==> config.mk <==
export PLATFORM = sky130hd
export DESIGN_NAME = lbps_dly
export DESIGN_NICKNAME = d
export VERILOG_FILES = /design/src/rtl/core/light_bar_pair_scorer_defines.svh /design/src/rtl/core/lbps_dly.sv
export SDC_FILE = /design/constraint.sdc
export NUM_CORES = 1
export LEC_CHECK = 0
export BUFFER_PORTS_ARGS = -buffer_cell sky130_fd_sc_hd__buf_2
export CELL_PAD_IN_SITES_DETAIL_PLACEMENT = 0
export CELL_PAD_IN_SITES_GLOBAL_PLACEMENT = 1
export CORE_MARGIN = 2
export CORE_UTILIZATION = 38
export CTS_CLUSTER_SIZE = 16
export DETAILED_ROUTE_END_ITERATION = 8
export PLACE_DENSITY = 0.83
export SKIP_LAST_GASP = 1
export SLEW_MARGIN = 20
export SYNTH_ARGS = -nofsm -noshare
export SYNTH_HDL_FRONTEND = slang
export SYNTH_SLANG_ARGS = --single-unit
export TNS_END_PERCENT = 100
==> constraint.sdc <==
create_clock -name clk -period 0.9 [get_ports clk]
set_clock_uncertainty 0.2 [all_clocks]
set_input_delay 0 -clock clk [delete_from_list [all_inputs] [get_ports clk]]
set_output_delay 0 -clock clk [all_outputs]
set_load 0.005 [all_outputs]
==> src/rtl/core/light_bar_pair_scorer_defines.svh <==
// Assertion macros for the light bar pair scorer.
// Used by files that carry concurrent assertions; needs clk and rst_n in scope.
`ifndef LIGHT_BAR_PAIR_SCORER_DEFINES_SVH
`define LIGHT_BAR_PAIR_SCORER_DEFINES_SVH

// Same-cycle implication, off while reset is held.
`define LBPS_ASSERT_SAME(lbl, ante, cons, msg) \
  lbl: assert property (@(posedge clk) disable iff (!rst_n) (ante) |-> (cons)) else $error(msg);

// Next-cycle implication, off while reset is held.
`define LBPS_ASSERT_NEXT(lbl, ante, cons, msg) \
  lbl: assert property (@(posedge clk) disable iff (!rst_n) (ante) |=> (cons)) else $error(msg);

`endif

==> src/rtl/core/lbps_dly.sv <==
// Fixed-length delay line that keeps side data aligned with the arithmetic units.
// Depends on nothing; advances with the pipeline enable.
module lbps_dly #(
  parameter int unsigned W = 8,
  parameter int unsigned N = 2
) (
  input  logic         clk,
  input  logic         en,
  input  logic [W-1:0] din,
  output logic [W-1:0] dout
);

  logic [W-1:0] stage_r [0:N-1];

  always_ff @(posedge clk) begin
    if (en) begin
      stage_r[0] <= din;
    end
  end

  for (genvar k = 1; k < N; k++) begin : g_tap
    always_ff @(posedge clk) begin
      if (en) begin
        stage_r[k] <= stage_r[k-1];
      end
    end
  end

  assign dout = stage_r[N-1];

endmodule

==> flow_results.xml <==
<?xml version="1.0" encoding="UTF-8"?>
<metrics>
  <group name="setup_path">
    <metric name="cpLargestDelayFamily" unit="">flip-flops</metric>
    <metric name="library_cell_contributing_the_largest_single_delay_on_the_critical_path" unit="">edfxtp_1</metric>
    <metric name="critical_path.endpoint_type" unit="">primary output</metric>
    <metric name="crit_path_start_kind" unit="">flip-flop</metric>
    <metric name="crit_buf_inv" unit="">1</metric>
    <metric name="path_class" unit="">reg2out</metric>
    <metric name="cp_slowest_stage_delay" unit="ps">370</metric>
    <metric name="cp_data_arrival_time" unit="ps">770</metric>
    <metric name="timing.critical_path.cells" unit="">buf_2</metric>
    <metric name="cp_data_required_time" unit="ps">700</metric>
    <metric name="critical_path.max_fanout" unit="">1</metric>
  </group>
  <group name="timing">
    <metric name="worst_slew_margin_rel" unit="%">78.8</metric>
    <metric name="post-route-period-util" unit="%">108</metric>
    <metric name="worst_slew_pin_slew" unit="ps">318</metric>
    <metric name="totalNegativeSetupSlack" unit="ps">-474</metric>
    <metric name="report.final.hold_viol_count" unit="">16</metric>
    <metric name="max_freq" unit="MHz">1030</metric>
    <metric name="timing.final.max_slew_violations" unit="">0</metric>
    <metric name="whs" unit="ps">-62.3</metric>
    <metric name="rsz0062_at_grt" unit="">true</metric>
    <metric name="timing.final.crit_period" unit="ps">971</metric>
    <metric name="finalSetupViolCount" unit="">8</metric>
    <metric name="postLayoutSetupSlackWorst" unit="ps">-71.4</metric>
  </group>
  <group name="routing">
    <metric name="routed_wirelength" unit="um">552</metric>
    <metric name="antenna_violating_nets_left" unit="">0</metric>
    <metric name="dr_total_vias" unit="">242</metric>
    <metric name="detail_route.drc_violations" unit="">0</metric>
    <metric name="first_iter_violations" unit="">1</metric>
    <metric name="wl_per_cell" unit="um">9.20</metric>
    <metric name="firstDrtPassIters" unit="">2</metric>
    <metric name="detail_route.vias_per_cell" unit="">4.03</metric>
  </group>
  <group name="clock_tree">
    <metric name="tritoncts" unit="">done</metric>
    <metric name="cts.hold.buffers_added" unit="">8</metric>
    <metric name="cts_resized" unit="">0</metric>
    <metric name="cts-htree-levels" unit="">1</metric>
    <metric name="clk_latency" unit="ps">270</metric>
    <metric name="cts_num_sinks" unit="">16</metric>
    <metric name="root_buffer_selected_by_cts" unit="">clkbuf_4</metric>
    <metric name="worst_setup_hold_path_clk_slew" unit="ps">80</metric>
    <metric name="cts-root-to-sink-buffers" unit="">2</metric>
    <metric name="cts_buffers" unit="">3</metric>
  </group>
  <group name="synth">
    <metric name="synth_sequential_area_ratio" unit="%">88.9</metric>
    <metric name="synth_edf_count" unit="">16</metric>
    <metric name="synth_largest_area_cell" unit="">edfxtp_1</metric>
    <metric name="synth_most_common_cell" unit="">edfxtp_1</metric>
    <metric name="post_synthesis_average_cell_area" unit="sq um">22.5</metric>
    <metric name="postSynth.topFlopCell" unit="">edfxtp_1</metric>
    <metric name="synthesis.nets" unit="">34</metric>
    <metric name="postSynthCellCount" unit="">24</metric>
    <metric name="synth-seq-cells" unit="">16</metric>
    <metric name="post-synth-top-area-fraction" unit="%">88.9</metric>
    <metric name="synth_cell_type_count" unit="">2</metric>
    <metric name="synth_warnings" unit="">0</metric>
    <metric name="synth_top_cells_by_count" unit="">edfxtp_1 (16), buf_4 (8)</metric>
    <metric name="netlist_area" unit="sq um">541</metric>
    <metric name="async_set_or_reset_flop_fraction_in_the_synthesized_netlist" unit="%">0</metric>
    <metric name="synth_area_leaders" unit="">edfxtp_1 (89%), buf_4 (11%)</metric>
  </group>
  <group name="floorplan">
    <metric name="coreArea" unit="sq mm">0.00132</metric>
    <metric name="fp.dieH" unit="um">41.7</metric>
    <metric name="die_width" unit="um">41.7</metric>
    <metric name="number_of_rows_in_the_core_area" unit="">13</metric>
    <metric name="fp.dieArea" unit="sq mm">0.00174</metric>
    <metric name="initial_utilization" unit="%">41.0</metric>
    <metric name="num_io_pins" unit="">18</metric>
  </group>
  <group name="cells_and_area">
    <metric name="nets" unit="">56</metric>
    <metric name="flip_flop_count_of_the_largest_register_after_layout" unit="">16</metric>
    <metric name="regMostFlops" unit="">stage_r</metric>
    <metric name="num_antenna_cells" unit="">0</metric>
    <metric name="multi_input_gates" unit="">0</metric>
    <metric name="biggestRegsByFlops" unit="">stage_r x16</metric>
    <metric name="seq_area" unit="sq um">480</metric>
    <metric name="layout-drive-gt1-share" unit="%">44.4</metric>
    <metric name="final_util" unit="%">52.4</metric>
    <metric name="syn2layout_area_growth" unit="%">27.8</metric>
    <metric name="filler_cell_count" unit="">101</metric>
    <metric name="multiInputGateArea" unit="sq um">0</metric>
  </group>
  <group name="placed_design">
    <metric name="gp_congestion" unit="">0.579</metric>
    <metric name="dp_slack" unit="ps">70.3</metric>
    <metric name="io_buffer_count" unit="">17</metric>
  </group>
  <group name="global_routing">
    <metric name="overflow" unit="">0</metric>
    <metric name="vias_in_the_first_global_route" unit="">235</metric>
    <metric name="antenna_found_initial" unit="">0</metric>
    <metric name="grt_start_max_net_pins" unit="">17</metric>
    <metric name="grt_use_total" unit="%">7.43</metric>
    <metric name="global_route_wire_length_before_repair" unit="um">938</metric>
  </group>
  <group name="power">
    <metric name="leakage" unit="nW">0.272</metric>
    <metric name="ir_drop" unit="mV">1.31</metric>
    <metric name="p_per_area" unit="mW/mm^2">1920</metric>
  </group>
  <group name="min_path">
    <metric name="min-delay-path-class" unit="">in2reg</metric>
  </group>
  <group name="run">
    <metric name="max_cap_violations" unit="">0</metric>
  </group>
  <group name="outcome">
    <metric name="failed_checks" unit="">negative hold slack, negative setup slack</metric>
    <metric name="status" unit="">finished, violations left</metric>
  </group>
</metrics>
[metrics by stage]
| step | hold WS, ps | instances | power [mW] | instance area (sq um) |
|---|---|---|---|---|
| detailed placement | -21.9 | 48 | 0.967 | 584 |
| global placement | -23.9 | 48 | 0.962 | 584 |
| floorplan | -101 | 24 | 0.944 | 541 |
| finish | -62.3 | 60 | 1.33 | 691 |
| CTS | -67.9 | 60 | 1.34 | 691 |
| global route | -54.7 | 60 | 1.39 | 691 |
[layout by cell type, fill, tap and decap left out]
master and count:
buf_2 17, clkbuf_4 3, clkinv_1 1, dlygate4sd3_1 8, edfxtp_1 16
[layout make-up]
cell class	instances	share of cell area, %
Clock buffer	3	3.26
Tap cell	15	2.72
Timing Repair Buffer	25	23.9
Sequential cell	16	69.6
Clock inverter	1	0.543
[final timing paths]
check,slack [ps],from,endpoint,cells after the start
worst max-delay path,-70,stage_r[0][14],dout[6],1
worst min-delay path,-60,en,stage_r[0][12],1
worst min register to register,230,stage_r[0][4],stage_r[0][12],0
worst max register to register,80,stage_r[0][7],stage_r[0][15],0
[where the power goes]
group	total [mW]	switching, mW	internal, mW
Combinational	0.0819	0.0312	0.0508
Clock	0.353	0.192	0.160
Sequential	0.893	0.0106	0.882
Total	1.33	0.234	1.09
[cells by family after synthesis]
kind of cell           after synthesis  share of synthesized area (%)
DFF                                 16                           88.9
buffers and inverters                8                           11.1
[layer usage]
| metal | global-route usage, % | vias to the layer above | share of wire [%] |
|---|---|---|---|
| li1 | - | 122 | - |
| met1 | 8.21 | 105 | 34 |
| met2 | 11.3 | 15 | 52 |
| met3 | 3.04 | 0 | 13 |
| met4 | 5.81 | 0 | 0 |
| met5 | 0 | - | 0 |
[timing repair]
item / CTS / global route
pin swaps: 0 / 0
endpoints found under the setup margin: 8 / 8
setup buffers: 0 / 0
hold endpoints to repair: 24 / 16
Note: power is estimated with default switching activity, not from simulation.
