<file path="config.mk">
export PLATFORM = sky130hd
export DESIGN_NAME = lbps_isqrt
export DESIGN_NICKNAME = d
export VERILOG_FILES = /design/src/rtl/core/light_bar_pair_scorer_defines.svh /design/src/rtl/core/lbps_isqrt.sv
export SDC_FILE = /design/constraint.sdc
export NUM_CORES = 1
export LEC_CHECK = 0
export BUFFER_PORTS_ARGS = -buffer_cell sky130_fd_sc_hd__buf_2
export CORE_ASPECT_RATIO = 1.5
export CORE_UTILIZATION = 30
export CTS_CLUSTER_SIZE = 20
export DETAILED_ROUTE_END_ITERATION = 16
export GPL_TIMING_DRIVEN = 1
export PLACE_DENSITY_LB_ADDON = 0.08
export SETUP_SLACK_MARGIN = 0.4
export SYNTH_ARGS = -nofsm -noshare
export SYNTH_HDL_FRONTEND = slang
export SYNTH_SLANG_ARGS = --single-unit
</file>
<file path="constraint.sdc">
create_clock -name clk -period 4.15 [get_ports clk]
set_clock_uncertainty 0.05 [all_clocks]
set_input_delay 0.2075 -clock clk [delete_from_list [all_inputs] [get_ports clk]]
set_output_delay 0.2075 -clock clk [all_outputs]
set_load 0.01 [all_outputs]
</file>
<file path="src/rtl/core/light_bar_pair_scorer_defines.svh">
// Assertion macros for the light bar pair scorer.
// Used by files that carry concurrent assertions; needs clk and rst_n in scope.
`ifndef LIGHT_BAR_PAIR_SCORER_DEFINES_SVH
`define LIGHT_BAR_PAIR_SCORER_DEFINES_SVH

// Same-cycle implication, off while reset is held.
`define LBPS_ASSERT_SAME(lbl, ante, cons, msg) \
  lbl: assert property (@(posedge clk) disable iff (!rst_n) (ante) |-> (cons)) else $error(msg);

// Next-cycle implication, off while reset is held.
`define LBPS_ASSERT_NEXT(lbl, ante, cons, msg) \
  lbl: assert property (@(posedge clk) disable iff (!rst_n) (ante) |=> (cons)) else $error(msg);

`endif

</file>
<file path="src/rtl/core/lbps_isqrt.sv">
// Pipelined integer square root of the summed squared centre offsets.
// Depends on nothing; one root bit per stage.
module lbps_isqrt (
  input  logic        clk,
  input  logic        en,
  input  logic [31:0] sq_a,
  input  logic [31:0] sq_b,
  output logic [16:0] root
);

  localparam int unsigned VW = 34;
  localparam int unsigned RW = 17;

  logic [VW-1:0] v_r    [0:RW];
  logic [RW+1:0] rem_r  [0:RW];
  logic [RW-1:0] root_r [0:RW];

  always_ff @(posedge clk) begin
    if (en) begin
      v_r[0]    <= VW'(sq_a) + VW'(sq_b);
      rem_r[0]  <= '0;
      root_r[0] <= '0;
    end
  end

  for (genvar k = 1; k <= RW; k++) begin : g_step
    logic [RW+3:0] tr;
    logic [RW+3:0] trial;
    logic [RW+3:0] diff;
    logic          ge;

    assign tr    = {rem_r[k-1], v_r[k-1][VW-1:VW-2]};
    assign trial = (RW+4)'({root_r[k-1], 2'b01});
    assign diff  = tr - trial;
    assign ge    = tr >= trial;

    always_ff @(posedge clk) begin
      if (en) begin
        v_r[k]    <= {v_r[k-1][VW-3:0], 2'b00};
        rem_r[k]  <= ge ? diff[RW+1:0] : tr[RW+1:0];
        root_r[k] <= {root_r[k-1][RW-2:0], ge};
      end
    end
  end

  assign root = root_r[RW];

endmodule

</file>
==> Implementation_results.wiki <==
{| class="wikitable"
! Metric !! Value
|-
| Complex-gate fraction of the synthesized area || 0.09922
|-
| Class of the worst hold path || in -> reg
|-
| Req. time, crit path || 4.51 ns
|-
| Max Fclk || 285.5 MHz
|-
| GR Layer Usage met3 || 0.01829
|-
| Clock Power Share || 0.349
|-
| Cell count after synthesis || 2752
|-
| XOR/XNOR Fraction of Synth Area || 0.05877
|-
| CORE AREA || 116000 sq um
|-
| Final Net Count || 3197
|-
| Pin slew with the least headroom to its limit || 1.048 ns
|-
| Pins over their slew limit || 0
|-
| Drc violations || 0
|-
| Crit path kind || reg -> reg
|-
| Number of gates given a new drive strength after cts || 0
|-
| Total vias in the final route || 21311
|-
| Leakage power figure || 0.01535 uW
|-
| Max capacitance violation total || 0
|-
| Portion of netlist area occupied by mux cells || 0.009713
|-
| Total design power || 19550 uW
|-
| # placed instances || 4376
|-
| Number of cells on the worst hold path || 1
|-
| Number of synthesized register bits || 736
|-
| Final Wtd Congestion || 0.8640
|-
| Number of vias per cell after detailed routing || 4.695
|-
| Reg-to-Reg Start || rem_r[13][1]
|-
| Final routed wirelength across all metal layers || 75.11 mm
|-
| Category of the worst setup path capture point || flip-flop
|-
| Number of antenna diodes || 0
|-
| Wire per inst || 16.55 um
|-
| Global-route wire length before repair || 118.6 mm
|-
| Cell with the most instances after synthesis || edfxtp_1
|-
| Die footprint || 118600 sq um
|-
| Largest family of logic cells by synthesized area || simple AND/OR/NAND/NOR gates
|-
| Proportion of total power due to net switching || 0.2660
|-
| H-tree level count || 3
|-
| Chip Width || 281.6 um
|-
| Setup repair after global routing missed its margin || false
|-
| Switching component of the power || 5200 uW
|-
| Post-CTS setup buffers || 0
|-
| Proportion of synthesized chip area in sequential cells || 0.6284
|-
| Maximum number of pins on one net before global-route repair || 96
|-
| Arrival @ worst endpoint || 3.87 ns
|-
| Clock latency of the later-clocked register in the worst-skew pair || 0.67 ns
|-
| Antenna-violating nets left || 0
|-
| HPWL after DPL || 54.98 mm
|-
| Filler Cell Count || 11474
|-
| Initial antenna violation count || 0
|-
| Root Buffer || clkbuf_16
|-
| Fraction of final layout cells sized beyond drive strength 1 || 0.09769
|-
| Layout Cells excl Fill || 4539
|-
| Max Root-Sink Buffers || 3
|-
| Setup violators final || 0
|-
| Aggregate negative setup slack || 0 ns
|-
| Fraction of the mapped netlist area in adder cells || 0.07243
|-
| Number of standard-cell rows in the floorplan || 153
|-
| Cts bufs inserted || 79
|-
| Dominant synthesized flop cell || edfxtp_1
|-
| Terminating pin of the worst hold path || rem_r[5][14]
|-
| Warnings from Yosys || 0
|-
| Congestion Overflow GR || 0
|-
| Async S/R FF share, synth || 0
|-
| Floorplan die height || 421.3 um
|-
| Clock tree from TritonCTS || built
|-
| Highest net fanout along the worst path || 13
|-
| Initial DRC Count || 923
|-
| Layout Area Growth over Synthesis || 14.79%
|-
| GRT Max-Usage Layer || met2
|-
| Number of enable-type register cells in the synthesized netlist || 736
|-
| Global-route usage over all layers || 0.1280
|-
| Starting density of the core || 0.3032
|-
| M1 GR Usage || 0.1042
|-
| Share of synthesized cell area in and, or, nand and nor gates || 0.1037
|-
| Cell Area, Synth || 35170 sq um
|-
| Register-to-register path setup slack || 0.65 ns
|-
| Area share of the largest cell type after synthesis || 0.6284
|-
| Synth cell count leaders || edfxtp_1, inv_1, ha_1
|-
| Leading area contributor after synthesis || edfxtp_1
|-
| Met2 track demand over resource || 0.2768
|-
| Average footprint of a synthesized cell || 12.78 sq um
|-
| IO Port Bufs || 82
|-
| R2R Path End || rem_r[14][4]
|-
| Area contributors post-synth || edfxtp_1, ha_1, xnor2_1, a21oi_1, xor2_1
|-
| Combinational power share || 0.155
|-
| Worst Reg-to-Reg Cells || 9
|-
| Detailed Routing Iterations Pass 1 || 7
|-
| Clk pin slew, worst setup/hold paths || 0.06 ns
|-
| Power density over the cells || 484.2 nW/um^2
|-
| Beginning of the worst hold path || en
|-
| Worst vdd ir || 0.0002601 V
|-
| Period minus WS final || 3.503 ns
|-
| Number of global-route vias before repair || 23041
|-
| I/O pin cnt || 83
|-
| Cell internal power dissipation || 14350 uW
|-
| Worst setup SP type || flip-flop
|-
| Count of clock tree sinks || 736
|-
| Number of endpoints with negative hold slack in the final report || 0
|-
| Remaining max-slew budget at the tightest pin || 0.3017
|-
| Sequential Power Share || 0.496
|-
| Post-route fraction of the period consumed by the critical path || 0.8441
|-
| Number of distinct library cell variants in the gate-level netlist after synthesis || 88
|-
| Result of the run || finished clean
|-
| Synthesized net count || 3021
|}
## state kept, by name, summed over array words and instances, names as in the netlist
register,count
root_r,153
v_r,305
rem_r,278
## metrics by stage
| stage | setup slack [ns] | hold slack, ns | area, sq um | utilization |
|---|---|---|---|---|
| 3_5_place_dp | 0.6561 | 0.3545 | 37680 | 0.3248 |
| 2_1_floorplan | 1.471 | 0.2700 | 35170 | - |
| 6_report | 0.6470 | 0.02575 | 40370 | 0.3480 |
| 3_3_place_gp | 0.7043 | 0.3504 | 37680 | 0.3248 |
| 5_1_grt | 0.4102 | 0.05974 | 40370 | 0.3480 |
| 4_1_cts | 0.6321 | 0.001949 | 40370 | 0.3480 |
## power groups by stage
stage	registers, uW	logic, uW	clock network (uW)
after floorplan	9680	2150	0
after global placement	9850	2990	0
after detailed placement	9860	3030	0
after CTS	9710	3070	7130
after global routing	9790	3380	7370
final	9700	3030	6820
## per-layer routing
layer / vias to the layer above / share of wire
met3: 161 / 0.029
met4: 0 / 0.043
met2: 387 / 0.61
li1: 10505 / -
met5: - / 0
met1: 10258 / 0.32
## worst max-delay path: stages (launching register included)
cell and delay, ns:
edfxtp_1 0.39, ha_1 0.39, a21oi_1 0.26, a211oi_1 0.12, nor4_1 0.58, a221o_1 0.24, nand2_1 0.11, a31oi_2 0.48
buf_4 0.28, mux2_2 0.34
## worst max path at each step
stage,start,to,slack (ns)
after floorplan,rem_r[13][1],rem_r[14][4],1.47
after global placement,rem_r[13][1],rem_r[14][4],0.70
final,rem_r[13][1],rem_r[14][4],0.65
after CTS,rem_r[12][1],rem_r[13][18],0.63
after global routing,rem_r[12][1],rem_r[13][18],0.41
after detailed placement,rem_r[13][1],rem_r[14][4],0.66
## timing repair
item,CTS,global route
setup endpoints to repair,0,0
hold buffers,21,0
endpoints found under the hold margin,13,0
## cell families after synthesis
kind of cell               count (synthesis)
xor gates and xnor gates                 236
buffers and inverters                    252
and+or+nand+nor                          739
DFF                                      736
muxes                                     31
other                                      1
AOI/OAI and AO/OA                        554
adders and majority gates                203
## cell type report
| type | instances | area, sq um | area share |
|---|---|---|---|
| Timing Repair Buffer | 135 | 945.9 | 0.02343 |
| Sequential cell | 736 | 22100 | 0.5474 |
| Tap cell | 1550 | 1939 | 0.04804 |
| Inverter | 212 | 795.8 | 0.01971 |
| Multi-Input combinational cell | 1764 | 12110 | 0.2999 |
| Clock buffer | 90 | 2039 | 0.05052 |
| Clock inverter | 52 | 441.7 | 0.01094 |
## cell usage in the layout (no fill, tap or decap), types with 10 or more instances in the layout
cell           synthesis  layout
ha_1                 202     202
clkinv_2               0      17
a31oi_1               13      11
or4_1                 15      15
nor3_1                76      76
a21oi_1              172     172
a21o_1                61      61
nand3_1               51      51
clkbuf_1              23      10
o21bai_1              16      16
clkinv_1               0      19
xnor2_1              141     141
dlygate4sd3_1          0      21
or2_2                 13      13
o21a_1                41      41
nor2_1               178     178
nand4_1               29      29
nor4_1                32      32
o31ai_1               11      11
nand2b_1              41      41
xor2_1                95      95
buf_4                  3      26
edfxtp_1             736     736
o21ai_0              144     144
nor2b_1               33      33
buf_2                 12      81
mux2_2                25      25
inv_1                211     211
or3_1                 21      21
nand2_1              201     201
clkbuf_16              0      80
a211oi_1              13      13
Note: power is estimated with default switching activity, not from simulation.
