$ cat config.mk
export PLATFORM = sky130hd
export DESIGN_NAME = lbps_div
export DESIGN_NICKNAME = d
export VERILOG_FILES = /design/src/rtl/core/light_bar_pair_scorer_defines.svh /design/src/rtl/core/lbps_div.sv
export SDC_FILE = /design/constraint.sdc
export NUM_CORES = 2
export LEC_CHECK = 0
export BUFFER_PORTS_ARGS = -buffer_cell sky130_fd_sc_hd__buf_2
export CAP_MARGIN = 40
export CORE_ASPECT_RATIO = 1.2
export CORE_MARGIN = 1.5
export CORE_UTILIZATION = 40
export CTS_BUF_LIST = sky130_fd_sc_hd__clkbuf_4 sky130_fd_sc_hd__clkbuf_8 sky130_fd_sc_hd__clkbuf_16
export DETAILED_ROUTE_END_ITERATION = 8
export GPL_ROUTABILITY_DRIVEN = 0
export HOLD_SLACK_MARGIN = 0.06
export MAX_ROUTING_LAYER = met4
export RECOVER_POWER = 100
export SLEW_MARGIN = 40
export SYNTH_ARGS = -nofsm -noshare
export SYNTH_HDL_FRONTEND = slang
export SYNTH_SLANG_ARGS = --single-unit
$ cat constraint.sdc
create_clock -name clk -period 3.95 [get_ports clk]
set_input_delay 0.1975 -clock clk [delete_from_list [all_inputs] [get_ports clk]]
set_output_delay 0.1975 -clock clk [all_outputs]
set_load 0.05 [all_outputs]
$ cat src/rtl/core/light_bar_pair_scorer_defines.svh
// Assertion macros for the light bar pair scorer.
// Used by files that carry concurrent assertions; needs clk and rst_n in scope.
`ifndef LIGHT_BAR_PAIR_SCORER_DEFINES_SVH
`define LIGHT_BAR_PAIR_SCORER_DEFINES_SVH

// Same-cycle implication, off while reset is held.
`define LBPS_ASSERT_SAME(lbl, ante, cons, msg) \
  lbl: assert property (@(posedge clk) disable iff (!rst_n) (ante) |-> (cons)) else $error(msg);

// Next-cycle implication, off while reset is held.
`define LBPS_ASSERT_NEXT(lbl, ante, cons, msg) \
  lbl: assert property (@(posedge clk) disable iff (!rst_n) (ante) |=> (cons)) else $error(msg);

`endif

$ cat src/rtl/core/lbps_div.sv
// Pipelined restoring divider, one quotient bit per stage, flagging overflow and division by zero.
// Depends on nothing; an input register stage precedes the quotient bit stages.
module lbps_div #(
  parameter int unsigned NW = 40,
  parameter int unsigned DW = 32,
  parameter int unsigned QW = 25
) (
  input  logic          clk,
  input  logic          en,
  input  logic [NW-1:0] num,
  input  logic [DW-1:0] den,
  output logic [QW-1:0] quo,
  output logic          sat
);

  localparam int unsigned HW = NW - QW;

  logic [DW-1:0] rem_r [0:QW-1];
  logic [QW-1:0] low_r [0:QW-1];
  logic [DW-1:0] den_r [0:QW-1];
  logic [QW-1:0] quo_r [0:QW];
  logic          sat_r [0:QW];
  logic [HW-1:0] hi;

  assign hi = num[NW-1:QW];

  always_ff @(posedge clk) begin
    if (en) begin
      rem_r[0] <= DW'(hi);
      low_r[0] <= num[QW-1:0];
      den_r[0] <= den;
      quo_r[0] <= '0;
      sat_r[0] <= (den == '0) || (DW'(hi) >= den);
    end
  end

  for (genvar k = 1; k <= QW; k++) begin : g_bit
    logic [DW:0]   trial;
    logic [DW:0]   diff;
    logic          ge;
    logic [DW-1:0] rem_nxt;

    assign trial   = {rem_r[k-1], low_r[k-1][QW-1]};
    assign diff    = trial - {1'b0, den_r[k-1]};
    assign ge      = trial >= {1'b0, den_r[k-1]};
    assign rem_nxt = ge ? diff[DW-1:0] : trial[DW-1:0];

    always_ff @(posedge clk) begin
      if (en) begin
        quo_r[k] <= {quo_r[k-1][QW-2:0], ge};
        sat_r[k] <= sat_r[k-1];
      end
    end

    if (k < QW) begin : g_carry
      always_ff @(posedge clk) begin
        if (en) begin
          rem_r[k] <= rem_nxt;
          low_r[k] <= low_r[k-1] << 1;
          den_r[k] <= den_r[k-1];
        end
      end
    end
  end

  assign quo = quo_r[QW];
  assign sat = sat_r[QW];

endmodule

==> impl_metrics.xml <==
<?xml version="1.0" encoding="UTF-8"?>
<metrics>
  <group name="timing">
    <metric name="worst_slew_pin_slew" unit="ns">2.14</metric>
    <metric name="crit_share_post_route" unit="%">99.0</metric>
    <metric name="max_clock_skew" unit="ns">0.111</metric>
    <metric name="postLayoutSetupSlackWorst" unit="ns">0.0377</metric>
    <metric name="final_period_minus_worst_setup_slack" unit="ns">3.91</metric>
    <metric name="final_max_slew_violation_count" unit="">40</metric>
    <metric name="hold_viol" unit="">0</metric>
    <metric name="max_slew_margin" unit="%">-42.7</metric>
    <metric name="holdWs" unit="ns">0.107</metric>
    <metric name="achievable-frequency" unit="MHz">256</metric>
    <metric name="final-setup-viol-count" unit="">0</metric>
  </group>
  <group name="cts">
    <metric name="cts-root-buf" unit="">sky130_fd_sc_hd__clkbuf_16</metric>
    <metric name="clk_pin_slew_worst_paths" unit="ns">0.06</metric>
    <metric name="max-clock-path-buffers" unit="">4</metric>
    <metric name="cts_made_buffers" unit="">245</metric>
    <metric name="clock_insertion_delay_worst_skew" unit="ns">0.92</metric>
    <metric name="cts_sinks" unit="">2259</metric>
    <metric name="cts_max_level" unit="">4</metric>
    <metric name="tritoncts" unit="">done</metric>
  </group>
  <group name="global_routing">
    <metric name="grt_overflow_total" unit="">0</metric>
    <metric name="grt_pass1_vias" unit="">79336</metric>
    <metric name="grt_util_all_layers" unit="%">17.3</metric>
    <metric name="grt_pass1_wl" unit="mm">400</metric>
    <metric name="grt_antenna_before_repair" unit="">8</metric>
    <metric name="largest_net_degree_at_the_start_of_global_routing" unit="">162</metric>
  </group>
  <group name="floorplan">
    <metric name="core_region_area" unit="um^2">292000</metric>
    <metric name="die_width" unit="um">498</metric>
    <metric name="floorplan.initialDensity" unit="%">40.3</metric>
    <metric name="design.portCount" unit="">100</metric>
    <metric name="die_height" unit="um">597</metric>
    <metric name="rows" unit="">217</metric>
    <metric name="die_area" unit="um^2">297000</metric>
  </group>
  <group name="critical_path">
    <metric name="timing.critical_path.fanout_max" unit="">3</metric>
    <metric name="arrival" unit="ns">4.58</metric>
    <metric name="cpMaxStageDelayCell" unit="">sky130_fd_sc_hd__nor4bb_2</metric>
    <metric name="worst-endpoint-required" unit="ns">4.62</metric>
    <metric name="worstPathCellList" unit="">buf_12, inv_1, ha_1, fa_1, nor2b_1, o21ai_0, a21oi_2, o21ai_0, a21oi_1, buf_4, nor4bb_2, o31ai_1, a21oi_1, buf_4, o41ai_2, xor2_1, mux2_2</metric>
    <metric name="setup.worst_path.class" unit="">flop to flop</metric>
    <metric name="worst_setup_path_start_kind" unit="">flop</metric>
    <metric name="timing.critical_path.to_type" unit="">flop</metric>
    <metric name="cp_slowest_stage_delay" unit="ns">0.49</metric>
  </group>
  <group name="logic_synthesis">
    <metric name="yosys.cell_count.top_type" unit="">sky130_fd_sc_hd__edfxtp_1</metric>
    <metric name="sequential_to_total_area_share_from_yosys_stat" unit="%">57.7</metric>
    <metric name="yosys.area.top_type_share" unit="%">57.7</metric>
    <metric name="yosys_most_used_dff" unit="">sky130_fd_sc_hd__edfxtp_1</metric>
    <metric name="synth_cell_types" unit="">99</metric>
    <metric name="ys_top_cells_by_count" unit="">sky130_fd_sc_hd__edfxtp_1 (2,259), sky130_fd_sc_hd__inv_1 (998), sky130_fd_sc_hd__ha_1 (799), sky130_fd_sc_hd__a21oi_1 (770), sky130_fd_sc_hd__nor2_1 (541)</metric>
    <metric name="synth.net_count" unit="">10468</metric>
    <metric name="synth_largest_area_cell" unit="">sky130_fd_sc_hd__edfxtp_1</metric>
    <metric name="synth-edff-count" unit="">2259</metric>
    <metric name="postSynthRegisterBits" unit="">2259</metric>
    <metric name="synth.yosys.warnings" unit="">0</metric>
    <metric name="synth_area" unit="um^2">117000</metric>
    <metric name="ys_async_sr_fraction" unit="%">0</metric>
    <metric name="post_synth.cell_area_avg" unit="um^2">12.3</metric>
    <metric name="number_of_instances_in_the_synthesized_netlist" unit="">9571</metric>
    <metric name="synth.area.top_cells" unit="">sky130_fd_sc_hd__edfxtp_1 (58%), sky130_fd_sc_hd__ha_1 (8.5%), sky130_fd_sc_hd__mux2_2 (3.8%)</metric>
  </group>
  <group name="power_and_ir_drop">
    <metric name="power-per-cell-area" unit="nW/um^2">800</metric>
    <metric name="power.ir.vdd_worst" unit="V">0.000468</metric>
    <metric name="power.total" unit="uW">109000</metric>
    <metric name="power.leakage" unit="uW">0.0557</metric>
  </group>
  <group name="job">
    <metric name="drv.max_cap_violation_count" unit="">1</metric>
  </group>
  <group name="finish">
    <metric name="final_cell_area" unit="um^2">137000</metric>
    <metric name="final_net_count" unit="">11254</metric>
    <metric name="syn_to_final_growth" unit="%">16.5</metric>
    <metric name="drive_above_1_share" unit="%">14.5</metric>
    <metric name="finalCoreUtilization" unit="%">46.9</metric>
    <metric name="fillCellCount" unit="">25488</metric>
  </group>
  <group name="min_path">
    <metric name="hp-class" unit="">input pin to flop</metric>
  </group>
  <group name="place">
    <metric name="dp_hpwl" unit="mm">191</metric>
    <metric name="placed_area" unit="um^2">126000</metric>
    <metric name="place_worst_setup_slack" unit="ns">-0.530</metric>
    <metric name="buffer_ports.inserted" unit="">99</metric>
  </group>
  <group name="outcome">
    <metric name="run_status" unit="">finished, violations left</metric>
    <metric name="failed_checks" unit="">capacitance limit, slew limit</metric>
  </group>
  <group name="drt">
    <metric name="drc" unit="">0</metric>
    <metric name="routedWlPerCell" unit="um">18.1</metric>
    <metric name="post_drt_via_cell_ratio" unit="">5.26</metric>
    <metric name="detail_route.wirelength" unit="mm">261</metric>
    <metric name="detailedRoute.firstIterationViolations" unit="">3811</metric>
    <metric name="detailroute.via_count" unit="">75788</metric>
    <metric name="drt-pass1-iter-count" unit="">6</metric>
    <metric name="ant_nets" unit="">0</metric>
  </group>
</metrics>
[routing by layer]
layer	routed length, um	GRT usage [%]	share of wire, %	vias to the layer above
li1	-	-	-	36823
met1	81000	13.4	31	36388
met2	152000	35.6	58	1619
met3	7120	2.02	2.7	958
met4	21200	12.4	8.1	0
met5	0	-	0	-
[placed cells by master (no fill, tap or decap), types with 27 or more instances in the layout]
cell type	n
sky130_fd_sc_hd__edfxtp_1	2259
sky130_fd_sc_hd__inv_1	997
sky130_fd_sc_hd__ha_1	786
sky130_fd_sc_hd__a21oi_1	755
sky130_fd_sc_hd__nor2_1	540
sky130_fd_sc_hd__nand2_1	493
sky130_fd_sc_hd__a21o_1	462
sky130_fd_sc_hd__xnor2_1	432
sky130_fd_sc_hd__buf_4	428
sky130_fd_sc_hd__o21ai_0	410
sky130_fd_sc_hd__mux2_2	396
sky130_fd_sc_hd__clkbuf_16	255
sky130_fd_sc_hd__xor2_1	228
sky130_fd_sc_hd__nand3_1	155
sky130_fd_sc_hd__dlygate4sd3_1	143
sky130_fd_sc_hd__nor2b_1	127
sky130_fd_sc_hd__nand4_1	116
sky130_fd_sc_hd__nor3_1	93
sky130_fd_sc_hd__nand2b_1	91
sky130_fd_sc_hd__a31oi_1	84
sky130_fd_sc_hd__o21a_1	83
sky130_fd_sc_hd__o21bai_1	81
sky130_fd_sc_hd__and3_1	69
sky130_fd_sc_hd__buf_2	56
sky130_fd_sc_hd__clkinv_1	50
sky130_fd_sc_hd__buf_12	47
sky130_fd_sc_hd__clkbuf_4	46
sky130_fd_sc_hd__clkinv_2	45
sky130_fd_sc_hd__a211oi_1	44
sky130_fd_sc_hd__clkbuf_1	44
sky130_fd_sc_hd__o31ai_1	34
sky130_fd_sc_hd__mux2i_1	32
sky130_fd_sc_hd__bufinv_16	31
sky130_fd_sc_hd__o211ai_1	29
sky130_fd_sc_hd__or2_2	27
sky130_fd_sc_hd__nor4_1	27
[kinds of logic after synthesis]
family,after synthesis,synth area share [%]
AO/OA/AOI/OAI,2304,12.5
flip-flops,2259,57.7
AND/OR/NAND/NOR,1868,7.63
buffers and inverters,1200,3.95
adder cells (fa/ha/maj),823,8.92
XOR/XNOR,660,4.92
multiplexers,457,4.35
[critical path: cells and delay by family, from the launching register on]
kind | cells | cell delay (ns)
muxes | 1 | 0.28
buffers and inverters | 4 | 0.53
xor gates and xnor gates | 1 | 0.15
AOI/OAI and AO/OA | 7 | 1.36
DFF | 1 | 0.41
and+or+nand+nor | 2 | 0.54
adders and majority gates | 2 | 0.38
[area by class of cell]
type | count | area [um^2] | area share (%)
Sequential cell | 2259 | 67800 | 49.6
Multi-Input combinational cell | 6112 | 45700 | 33.4
Timing Repair Buffer | 741 | 6510 | 4.76
Clock inverter | 161 | 1660 | 1.22
Antenna cell | 9 | 22.5 | 0.0165
Tap cell | 3832 | 4790 | 3.50
Inverter | 998 | 3750 | 2.74
Clock buffer | 292 | 6540 | 4.78
[stage by stage]
step,std cells,TNS [ns]
final,14404,0
after floorplan,9571,0
after detailed placement,13754,-24.21
after CTS,14371,-0.167
after global routing,14402,-0.142
after global placement,13754,-30.79
[repair_timing]
item | in CTS | in global routing
pin swaps | 11 | 37
hold endpoints to repair | 293 | 0
hold buffers | 143 | 0
endpoints found under the setup margin | 186 | 340
cloned | 6 | 7
resized for setup | 42 | 77
setup buffers | 16 | 16
[sequential cells by signal, indices dropped and copies added, names as in the netlist]
name / flops
den_r: 800
low_r: 325
quo_r: 325
rem_r: 783
sat_r: 26
[worst paths after layout]
path	from	endpoint	slack (ns)	cells past startpoint
worst max-delay path	low_r[0][124]$_DFFE_PP_	rem_r[0][190]$_DFFE_PP_	0.04	17
worst min-delay path	num[10]	low_r[0][10]$_DFFE_PP_	0.11	2
worst max register to register	low_r[0][124]$_DFFE_PP_	rem_r[0][190]$_DFFE_PP_	0.04	17
worst min register to register	low_r[0][157]$_DFFE_PP_	low_r[0][183]$_DFFE_PP_	0.33	0
[power by group]
part	total, uW	internal [uW]	switching [uW]
Clock	23300	13800	9490
Sequential	36800	34200	2580
Combinational	49300	23200	26100
(Power assumes the default switching activity.)
