--- src/rtl/core/light_bar_pair_scorer_defines.svh ---
// Assertion macros for the light bar pair scorer.
// Used by files that carry concurrent assertions; needs clk and rst_n in scope.
`ifndef LIGHT_BAR_PAIR_SCORER_DEFINES_SVH
`define LIGHT_BAR_PAIR_SCORER_DEFINES_SVH

// Same-cycle implication, off while reset is held.
`define LBPS_ASSERT_SAME(lbl, ante, cons, msg) \
  lbl: assert property (@(posedge clk) disable iff (!rst_n) (ante) |-> (cons)) else $error(msg);

// Next-cycle implication, off while reset is held.
`define LBPS_ASSERT_NEXT(lbl, ante, cons, msg) \
  lbl: assert property (@(posedge clk) disable iff (!rst_n) (ante) |=> (cons)) else $error(msg);

`endif

--- src/rtl/core/lbps_pkg.sv ---
// Shared types, constants and helper functions of the light bar pair scorer.
// No dependencies; imported by lbps_cordic and the top level.
package lbps_pkg;

  localparam logic [13:0] HALF_TURN    = 14'd11520;
  localparam logic [13:0] QUARTER_TURN = 14'd5760;
  localparam logic [23:0] DEV_SAT      = 24'hFF_FFFF;
  localparam logic [17:0] BAD_SAT      = 18'h3_FFFF;
  localparam logic signed [24:0] Z_MAX = 25'sd5898240;

  typedef enum logic [2:0] {
    CAUSE_NONE     = 3'd0,
    CAUSE_SIZE     = 3'd1,
    CAUSE_PARALLEL = 3'd2,
    CAUSE_ASPECT   = 3'd3,
    CAUSE_LINK     = 3'd4
  } cause_t;

  typedef enum logic [2:0] {
    REG_MAX_AREA_RATIO_DEV = 3'd0,
    REG_MAX_SIDE_RATIO_DEV = 3'd1,
    REG_MAX_PARALLEL_ERROR = 3'd2,
    REG_MAX_LINK_MISS      = 3'd3,
    REG_MIN_PLATE_ASPECT   = 3'd4,
    REG_MAX_PLATE_ASPECT   = 3'd5,
    REG_LARGE_PLATE_ASPECT = 3'd6,
    REG_HEIGHT_SCALE       = 3'd7
  } cfg_idx_t;

  typedef enum logic [2:0] {
    LINK_ZERO,
    LINK_HALF,
    LINK_QUARTER,
    LINK_DIRECT,
    LINK_MIRROR
  } link_case_t;

  // Rotation angle of each CORDIC step in 2^-16 degree.
  function automatic logic signed [24:0] atan_step(input int unsigned i);
    case (i)
      0:       return 25'sd2949120;
      1:       return 25'sd1740967;
      2:       return 25'sd919879;
      3:       return 25'sd466945;
      4:       return 25'sd234379;
      5:       return 25'sd117304;
      6:       return 25'sd58666;
      7:       return 25'sd29335;
      8:       return 25'sd14668;
      9:       return 25'sd7334;
      10:      return 25'sd3667;
      11:      return 25'sd1833;
      12:      return 25'sd917;
      13:      return 25'sd458;
      14:      return 25'sd229;
      15:      return 25'sd115;
      default: return 25'sd0;
    endcase
  endfunction

  // Shift that rounds towards zero for either sign.
  function automatic logic signed [25:0] shr_sym(input logic signed [25:0] v,
                                                 input int unsigned n);
    logic signed [25:0] m;
    m = v[25] ? -v : v;
    m = m >>> n;
    return v[25] ? -m : m;
  endfunction

  // Bar angle with a quarter turn added for tall rectangles, wrapped to a half turn.
  function automatic logic [13:0] real_angle(input logic [15:0] w, input logic [15:0] h,
                                             input logic signed [13:0] raw);
    logic signed [15:0] a;
    a = 16'(raw);
    if (h > w) begin
      a = a + $signed({2'b00, QUARTER_TURN});
    end
    if (a < 0) begin
      a = a + $signed({2'b00, HALF_TURN});
    end else if (a >= $signed({2'b00, HALF_TURN})) begin
      a = a - $signed({2'b00, HALF_TURN});
    end
    return a[13:0];
  endfunction

endpackage

--- src/rtl/core/lbps_cordic.sv ---
// Pipelined vectoring CORDIC giving the centre link angle folded into a half turn.
// Depends on lbps_pkg.
module lbps_cordic (
  input  logic               clk,
  input  logic               en,
  input  logic signed [16:0] dx,
  input  logic signed [16:0] dy,
  output logic [13:0]        link
);
  import lbps_pkg::*;

  localparam int unsigned STEPS = 16;

  logic signed [25:0] x_r  [0:STEPS];
  logic signed [25:0] y_r  [0:STEPS];
  logic signed [24:0] z_r  [0:STEPS];
  link_case_t         lc_r [0:STEPS];
  logic [13:0]        link_r;

  logic signed [16:0] fdx;
  logic signed [16:0] fdy;
  logic signed [16:0] mag;
  link_case_t         lc_nxt;

  always_comb begin
    fdx = dy[16] ? -dx : dx;
    fdy = dy[16] ? -dy : dy;
    mag = fdx[16] ? -fdx : fdx;
    if (fdy == '0) begin
      lc_nxt = fdx[16] ? LINK_HALF : LINK_ZERO;
    end else if (fdx == '0) begin
      lc_nxt = LINK_QUARTER;
    end else if (!fdx[16]) begin
      lc_nxt = LINK_DIRECT;
    end else begin
      lc_nxt = LINK_MIRROR;
    end
  end

  always_ff @(posedge clk) begin
    if (en) begin
      x_r[0]  <= $signed({4'b0000, mag[15:0], 6'b000000});
      y_r[0]  <= $signed({4'b0000, fdy[15:0], 6'b000000});
      z_r[0]  <= '0;
      lc_r[0] <= lc_nxt;
    end
  end

  for (genvar i = 0; i < STEPS; i++) begin : g_rot
    logic signed [25:0] sx;
    logic signed [25:0] sy;

    assign sx = shr_sym(x_r[i], i);
    assign sy = shr_sym(y_r[i], i);

    always_ff @(posedge clk) begin
      if (en) begin
        if (!y_r[i][25]) begin
          x_r[i+1] <= x_r[i] + sy;
          y_r[i+1] <= y_r[i] - sx;
          z_r[i+1] <= z_r[i] + atan_step(i);
        end else begin
          x_r[i+1] <= x_r[i] - sy;
          y_r[i+1] <= y_r[i] + sx;
          z_r[i+1] <= z_r[i] - atan_step(i);
        end
        lc_r[i+1] <= lc_r[i];
      end
    end
  end

  logic signed [24:0] zc;
  logic [23:0]        zr;
  logic [13:0]        qa;
  logic [13:0]        link_nxt;

  always_comb begin
    if (z_r[STEPS] < 0) begin
      zc = '0;
    end else if (z_r[STEPS] > Z_MAX) begin
      zc = Z_MAX;
    end else begin
      zc = z_r[STEPS];
    end
    zr = zc[23:0] + 24'd512;
    qa = zr[23:10];
    case (lc_r[STEPS])
      LINK_ZERO:    link_nxt = '0;
      LINK_HALF:    link_nxt = HALF_TURN;
      LINK_QUARTER: link_nxt = QUARTER_TURN;
      LINK_DIRECT:  link_nxt = qa;
      LINK_MIRROR:  link_nxt = HALF_TURN - qa;
      default:      link_nxt = '0;
    endcase
  end

  always_ff @(posedge clk) begin
    if (en) begin
      link_r <= link_nxt;
    end
  end

  assign link = link_r;

endmodule

--- config.mk ---
export PLATFORM = sky130hd
export DESIGN_NAME = lbps_cordic
export DESIGN_NICKNAME = d
export VERILOG_FILES = /design/src/rtl/core/light_bar_pair_scorer_defines.svh /design/src/rtl/core/lbps_pkg.sv /design/src/rtl/core/lbps_cordic.sv
export SDC_FILE = /design/constraint.sdc
export NUM_CORES = 2
export LEC_CHECK = 0
export ABC_AREA = 0
export BUFFER_PORTS_ARGS = -buffer_cell sky130_fd_sc_hd__buf_4
export CORE_MARGIN = 2
export CORE_UTILIZATION = 30
export CTS_CLUSTER_DIAMETER = 30
export DETAILED_ROUTE_END_ITERATION = 7
export GPL_TIMING_DRIVEN = 0
export SYNTH_ARGS = -nofsm -noshare
export SYNTH_HDL_FRONTEND = slang
export SYNTH_SLANG_ARGS = --single-unit
--- constraint.sdc ---
create_clock -name clk -period 9 [get_ports clk]
set_input_delay 1.8 -clock clk [delete_from_list [all_inputs] [get_ports clk]]
set_output_delay 1.8 -clock clk [all_outputs]
set_load 0.02 [all_outputs]
==> results.rst <==
.. list-table::
   :header-rows: 1

   * - Metric
     - Value
   * - Gr ovfl total
     - 0
   * - Buffers from clock root to sink, at most
     - 4
   * - Max-slew violation count
     - 0
   * - Final hold violation count
     - 0
   * - Gr usage total
     - 0.165
   * - Starting Density
     - 0.301
   * - Clock tree from TritonCTS
     - done
   * - Pin count of the biggest net entering global routing
     - 100
   * - Number of warnings printed during yosys synthesis
     - 0
   * - Library cell with the largest summed area after synthesis
     - edfxtp_1
   * - Share of final-layout standard cells stronger than drive strength 1
     - 0.0610
   * - Top FF cell, synth
     - edfxtp_1
   * - Total wire length
     - 335000 um
   * - Non-filler cells in the finished layout
     - 18700
   * - Worst-path cell chain
     - buf_8, buf_16, clkbuf_2, buf_12, clkbuf_4, nand2_1, inv_1, clkbuf_2, nor2_1, xnor2_1, ha_1, a21o_1, a21oi_1, o21bai_1, a21o_1, a21oi_1, o21ai_0, a2111oi_0, nor4_1, o31ai_1, nand2b_1, mux2i_1, nand2_1
   * - DRC marker count from the first detailed-route iteration
     - roughly 8000
   * - Worst relative slew slack
     - 0.0417
   * - Post-layout nets
     - approximately 15000
   * - Leading cell types in the layout, fill and taps excluded
     - 1289 x xnor2_1, 1132 x edfxtp_1, 1076 x nor2_1
   * - H-tree Lvls
     - 4
   * - Full die area
     - between 0.3 and 0.4 mm2
   * - Total I/O pin count
     - 50
   * - Critical Path Fanout Max
     - just under 100
   * - Final setup vio count
     - 0
   * - Detail-routed via count per cell
     - 5.35
   * - CTS Root Cell
     - clkbuf_16
   * - Number of antenna violations at the first check in global routing
     - 9
   * - Placed cell count
     - 18300
   * - Cell types occupying the most area after synthesis
     - edfxtp_1 29%, ha_1 11%, xnor2_1 9.7%, xor2_1 5.6%, a21oi_1 3.8%
   * - Number of sinks driven by the clock tree
     - 1132
   * - Remaining antenna violation count after routing
     - 0
   * - Clock buffers created by TritonCTS
     - between 200 and 250
   * - Die boundary width
     - 625 um
   * - Clock-pin slew reported for the worst setup and hold paths after clock tree synthesis
     - approximately 0.05 ns
   * - Arrival time of the worst setup path
     - about 9 ns
   * - Number of global-route vias before repair
     - a little over 90000
   * - Post-CTS Setup Inserts
     - 0
   * - First-pass DRT Iterations
     - 6
   * - Result of the run
     - finished, final reports clean
   * - Family with the most delay on the worst path
     - buffers and inverters
   * - Critical Path Source Type
     - input port
   * - Async SR Flop Fraction
     - 0
   * - Detail Placement HPWL
     - around 270000 um
   * - Pin slew with the least headroom to its limit
     - 1.44 ns
   * - Final routed wire length divided by cell count
     - roughly 18 um
   * - Buffering stage count on the worst path with inverters included
     - 7
   * - Flip-flop and latch count after synthesis
     - between 1000 and 1500
   * - Critical Path End Type
     - flop
   * - Row count
     - about 230
   * - Setup_tns
     - 0 ns
   * - Minimum period implied by the final worst setup slack
     - approximately 8.2 ns
   * - Synth top area share
     - 0.294
   * - Maxcap violations
     - 0
   * - Share of the clock period used by the worst path
     - 0.917
   * - Unrepaired setup endpoints after global routing
     - no
   * - Routability congestion estimate
     - roughly 0.94
   * - Slowest Stage Delay on Critical Path
     - approximately 0.73 ns
   * - Synth cell types
     - around 120
   * - Post-synthesis area per instance
     - about 9 um2
   * - Worst min path class
     - reg2reg
   * - Sequential-to-total area share from yosys stat
     - 0.294
   * - Via total after detailed routing
     - about 100k
   * - Final cell utilization of the core
     - 0.341
   * - Core area
     - between 0.3 and 0.4 mm2
   * - Count of input and output buffers
     - 48
   * - Height of the die
     - around 630 um
   * - Data required time of the critical path
     - 9.54 ns
   * - Synth Instances
     - approximately 13000
   * - Number of flops mapped to enable cells by yosys
     - about 1100
   * - Skew-Pair Late Insertion Delay
     - around 0.93 ns
   * - Highest achievable clock rate
     - about 120 MHz
   * - Most frequent standard cell in the layout excluding fill and tap cells
     - xnor2_1
   * - Nets in the synthesized netlist
     - 14300
   * - Number of hold buffers added after cts
     - 0
   * - Mapped Area
     - approximately 0.12 mm2
   * - Layout Area Growth over Synthesis
     - 13.4%
   * - Worst setup skew after layout
     - between 0.1 and 0.15 ns
   * - Setup CP Type
     - in2reg
   * - DRC violations left
     - 0
   * - Worst path slowest cell
     - a2111oi_0
   * - Wire length of the first global-routing pass
     - 520000 um
## layer usage
layer,up-vias,track usage,wire length (um)
met3,539,0.0192,19100
met2,2801,0.274,154000
li1,49600,-,-
met1,47200,0.221,151000
met5,-,0,0
met4,0,0.0546,11000
## registers in the layout, indices dropped and copies added, names as in the netlist
signal / cells
lc_r: 51
link: 14
x_r: 363
y_r: 366
z_r: 338
## area by class of cell
type | instances | area, um2
repair buffers | 71 | 921
clock inverters | 173 | 1990
fillers | 39700 | 254000
clock buffers | 266 | 6170
inverters | 444 | 1670
well taps | 5060 | 6330
plain buffers | 391 | 1640
flip-flops and latches | 1132 | 34000
diodes | 5 | 12.5
multi-input cells | 11200 | 78600
## synth_stat cells, drive strengths merged, types with 170 or more instances
| cell | n |
|---|---|
| a31oi | 200 |
| a21o | 216 |
| edfxtp | 1132 |
| or3 | 196 |
| ha | 1056 |
| nor2 | 1076 |
| nor3 | 451 |
| xnor2 | 1289 |
| o21ai | 780 |
| o21a | 190 |
| nand2 | 911 |
| nor4 | 170 |
| nand3 | 397 |
| nand2b | 172 |
| and3 | 176 |
| clkbuf | 327 |
| inv | 434 |
| a21oi | 883 |
| xor2 | 737 |
## worst paths after layout
path	to	from	slack (ns)	cells past startpoint
worst max register to register	y_r[6][25]	x_r[5][1]	0.93	27
worst min-delay path	lc_r[9][2]	lc_r[8][2]	0.41	0
worst min register to register	lc_r[9][2]	lc_r[8][2]	0.41	0
worst max-delay path	y_r[5][24]	en	0.75	23
## metrics by stage
step	area [um2]	hold slack, ns	setup WS, ns
after floorplan	116000	0.400	2.33
after global placement	122000	0.401	-5.46
after detailed placement	123000	0.405	-1.52
after CTS	131000	0.413	0.0521
after global routing	131000	0.417	0.362
final	131000	0.414	0.751
## worst reg2reg max path, stage by stage (launching register included)
cell      delay [ns]
edfxtp_1        0.48
nor4_2          0.74
nand2_1         0.38
nand2_1         0.17
xor2_1          0.39
ha_1            0.23
clkbuf_1        0.32
inv_1           0.21
a31oi_1         0.17
o21ai_0         0.13
xor2_1          0.35
and2_1          0.22
nand4_1         0.17
nor3_1          0.53
nor2_1          0.11
xnor2_1         0.31
ha_1            0.33
o21ai_0         0.15
nand2b_1        0.17
and3_1          0.21
o21ai_0         0.22
or4b_2          0.61
o21ai_0         0.28
nand4b_1        0.19
a31oi_1         0.15
a31oi_1         0.27
o21ai_0         0.15
xnor2_1         0.15
## logic make-up after synthesis
group | after synthesis | share of synthesized area
AO/OA/AOI/OAI | 3400 | 0.191
multiplexers | 207 | 0.0184
flip-flops | 1132 | 0.294
buffers and inverters | 836 | 0.0279
AND/OR/NAND/NOR | 4443 | 0.195
XOR/XNOR | 2030 | 0.154
adder cells (fa/ha/maj) | 1089 | 0.120
## what timing repair did
item                                    in CTS  in global routing
pin swaps                                    0                  0
gates resized for setup                      2                  8
cloned                                       0                  0
endpoints found under the setup margin      15                 12
Power is not shown: default switching activity piles up to over one toggle a cycle in this logic, so the estimate is an artifact.
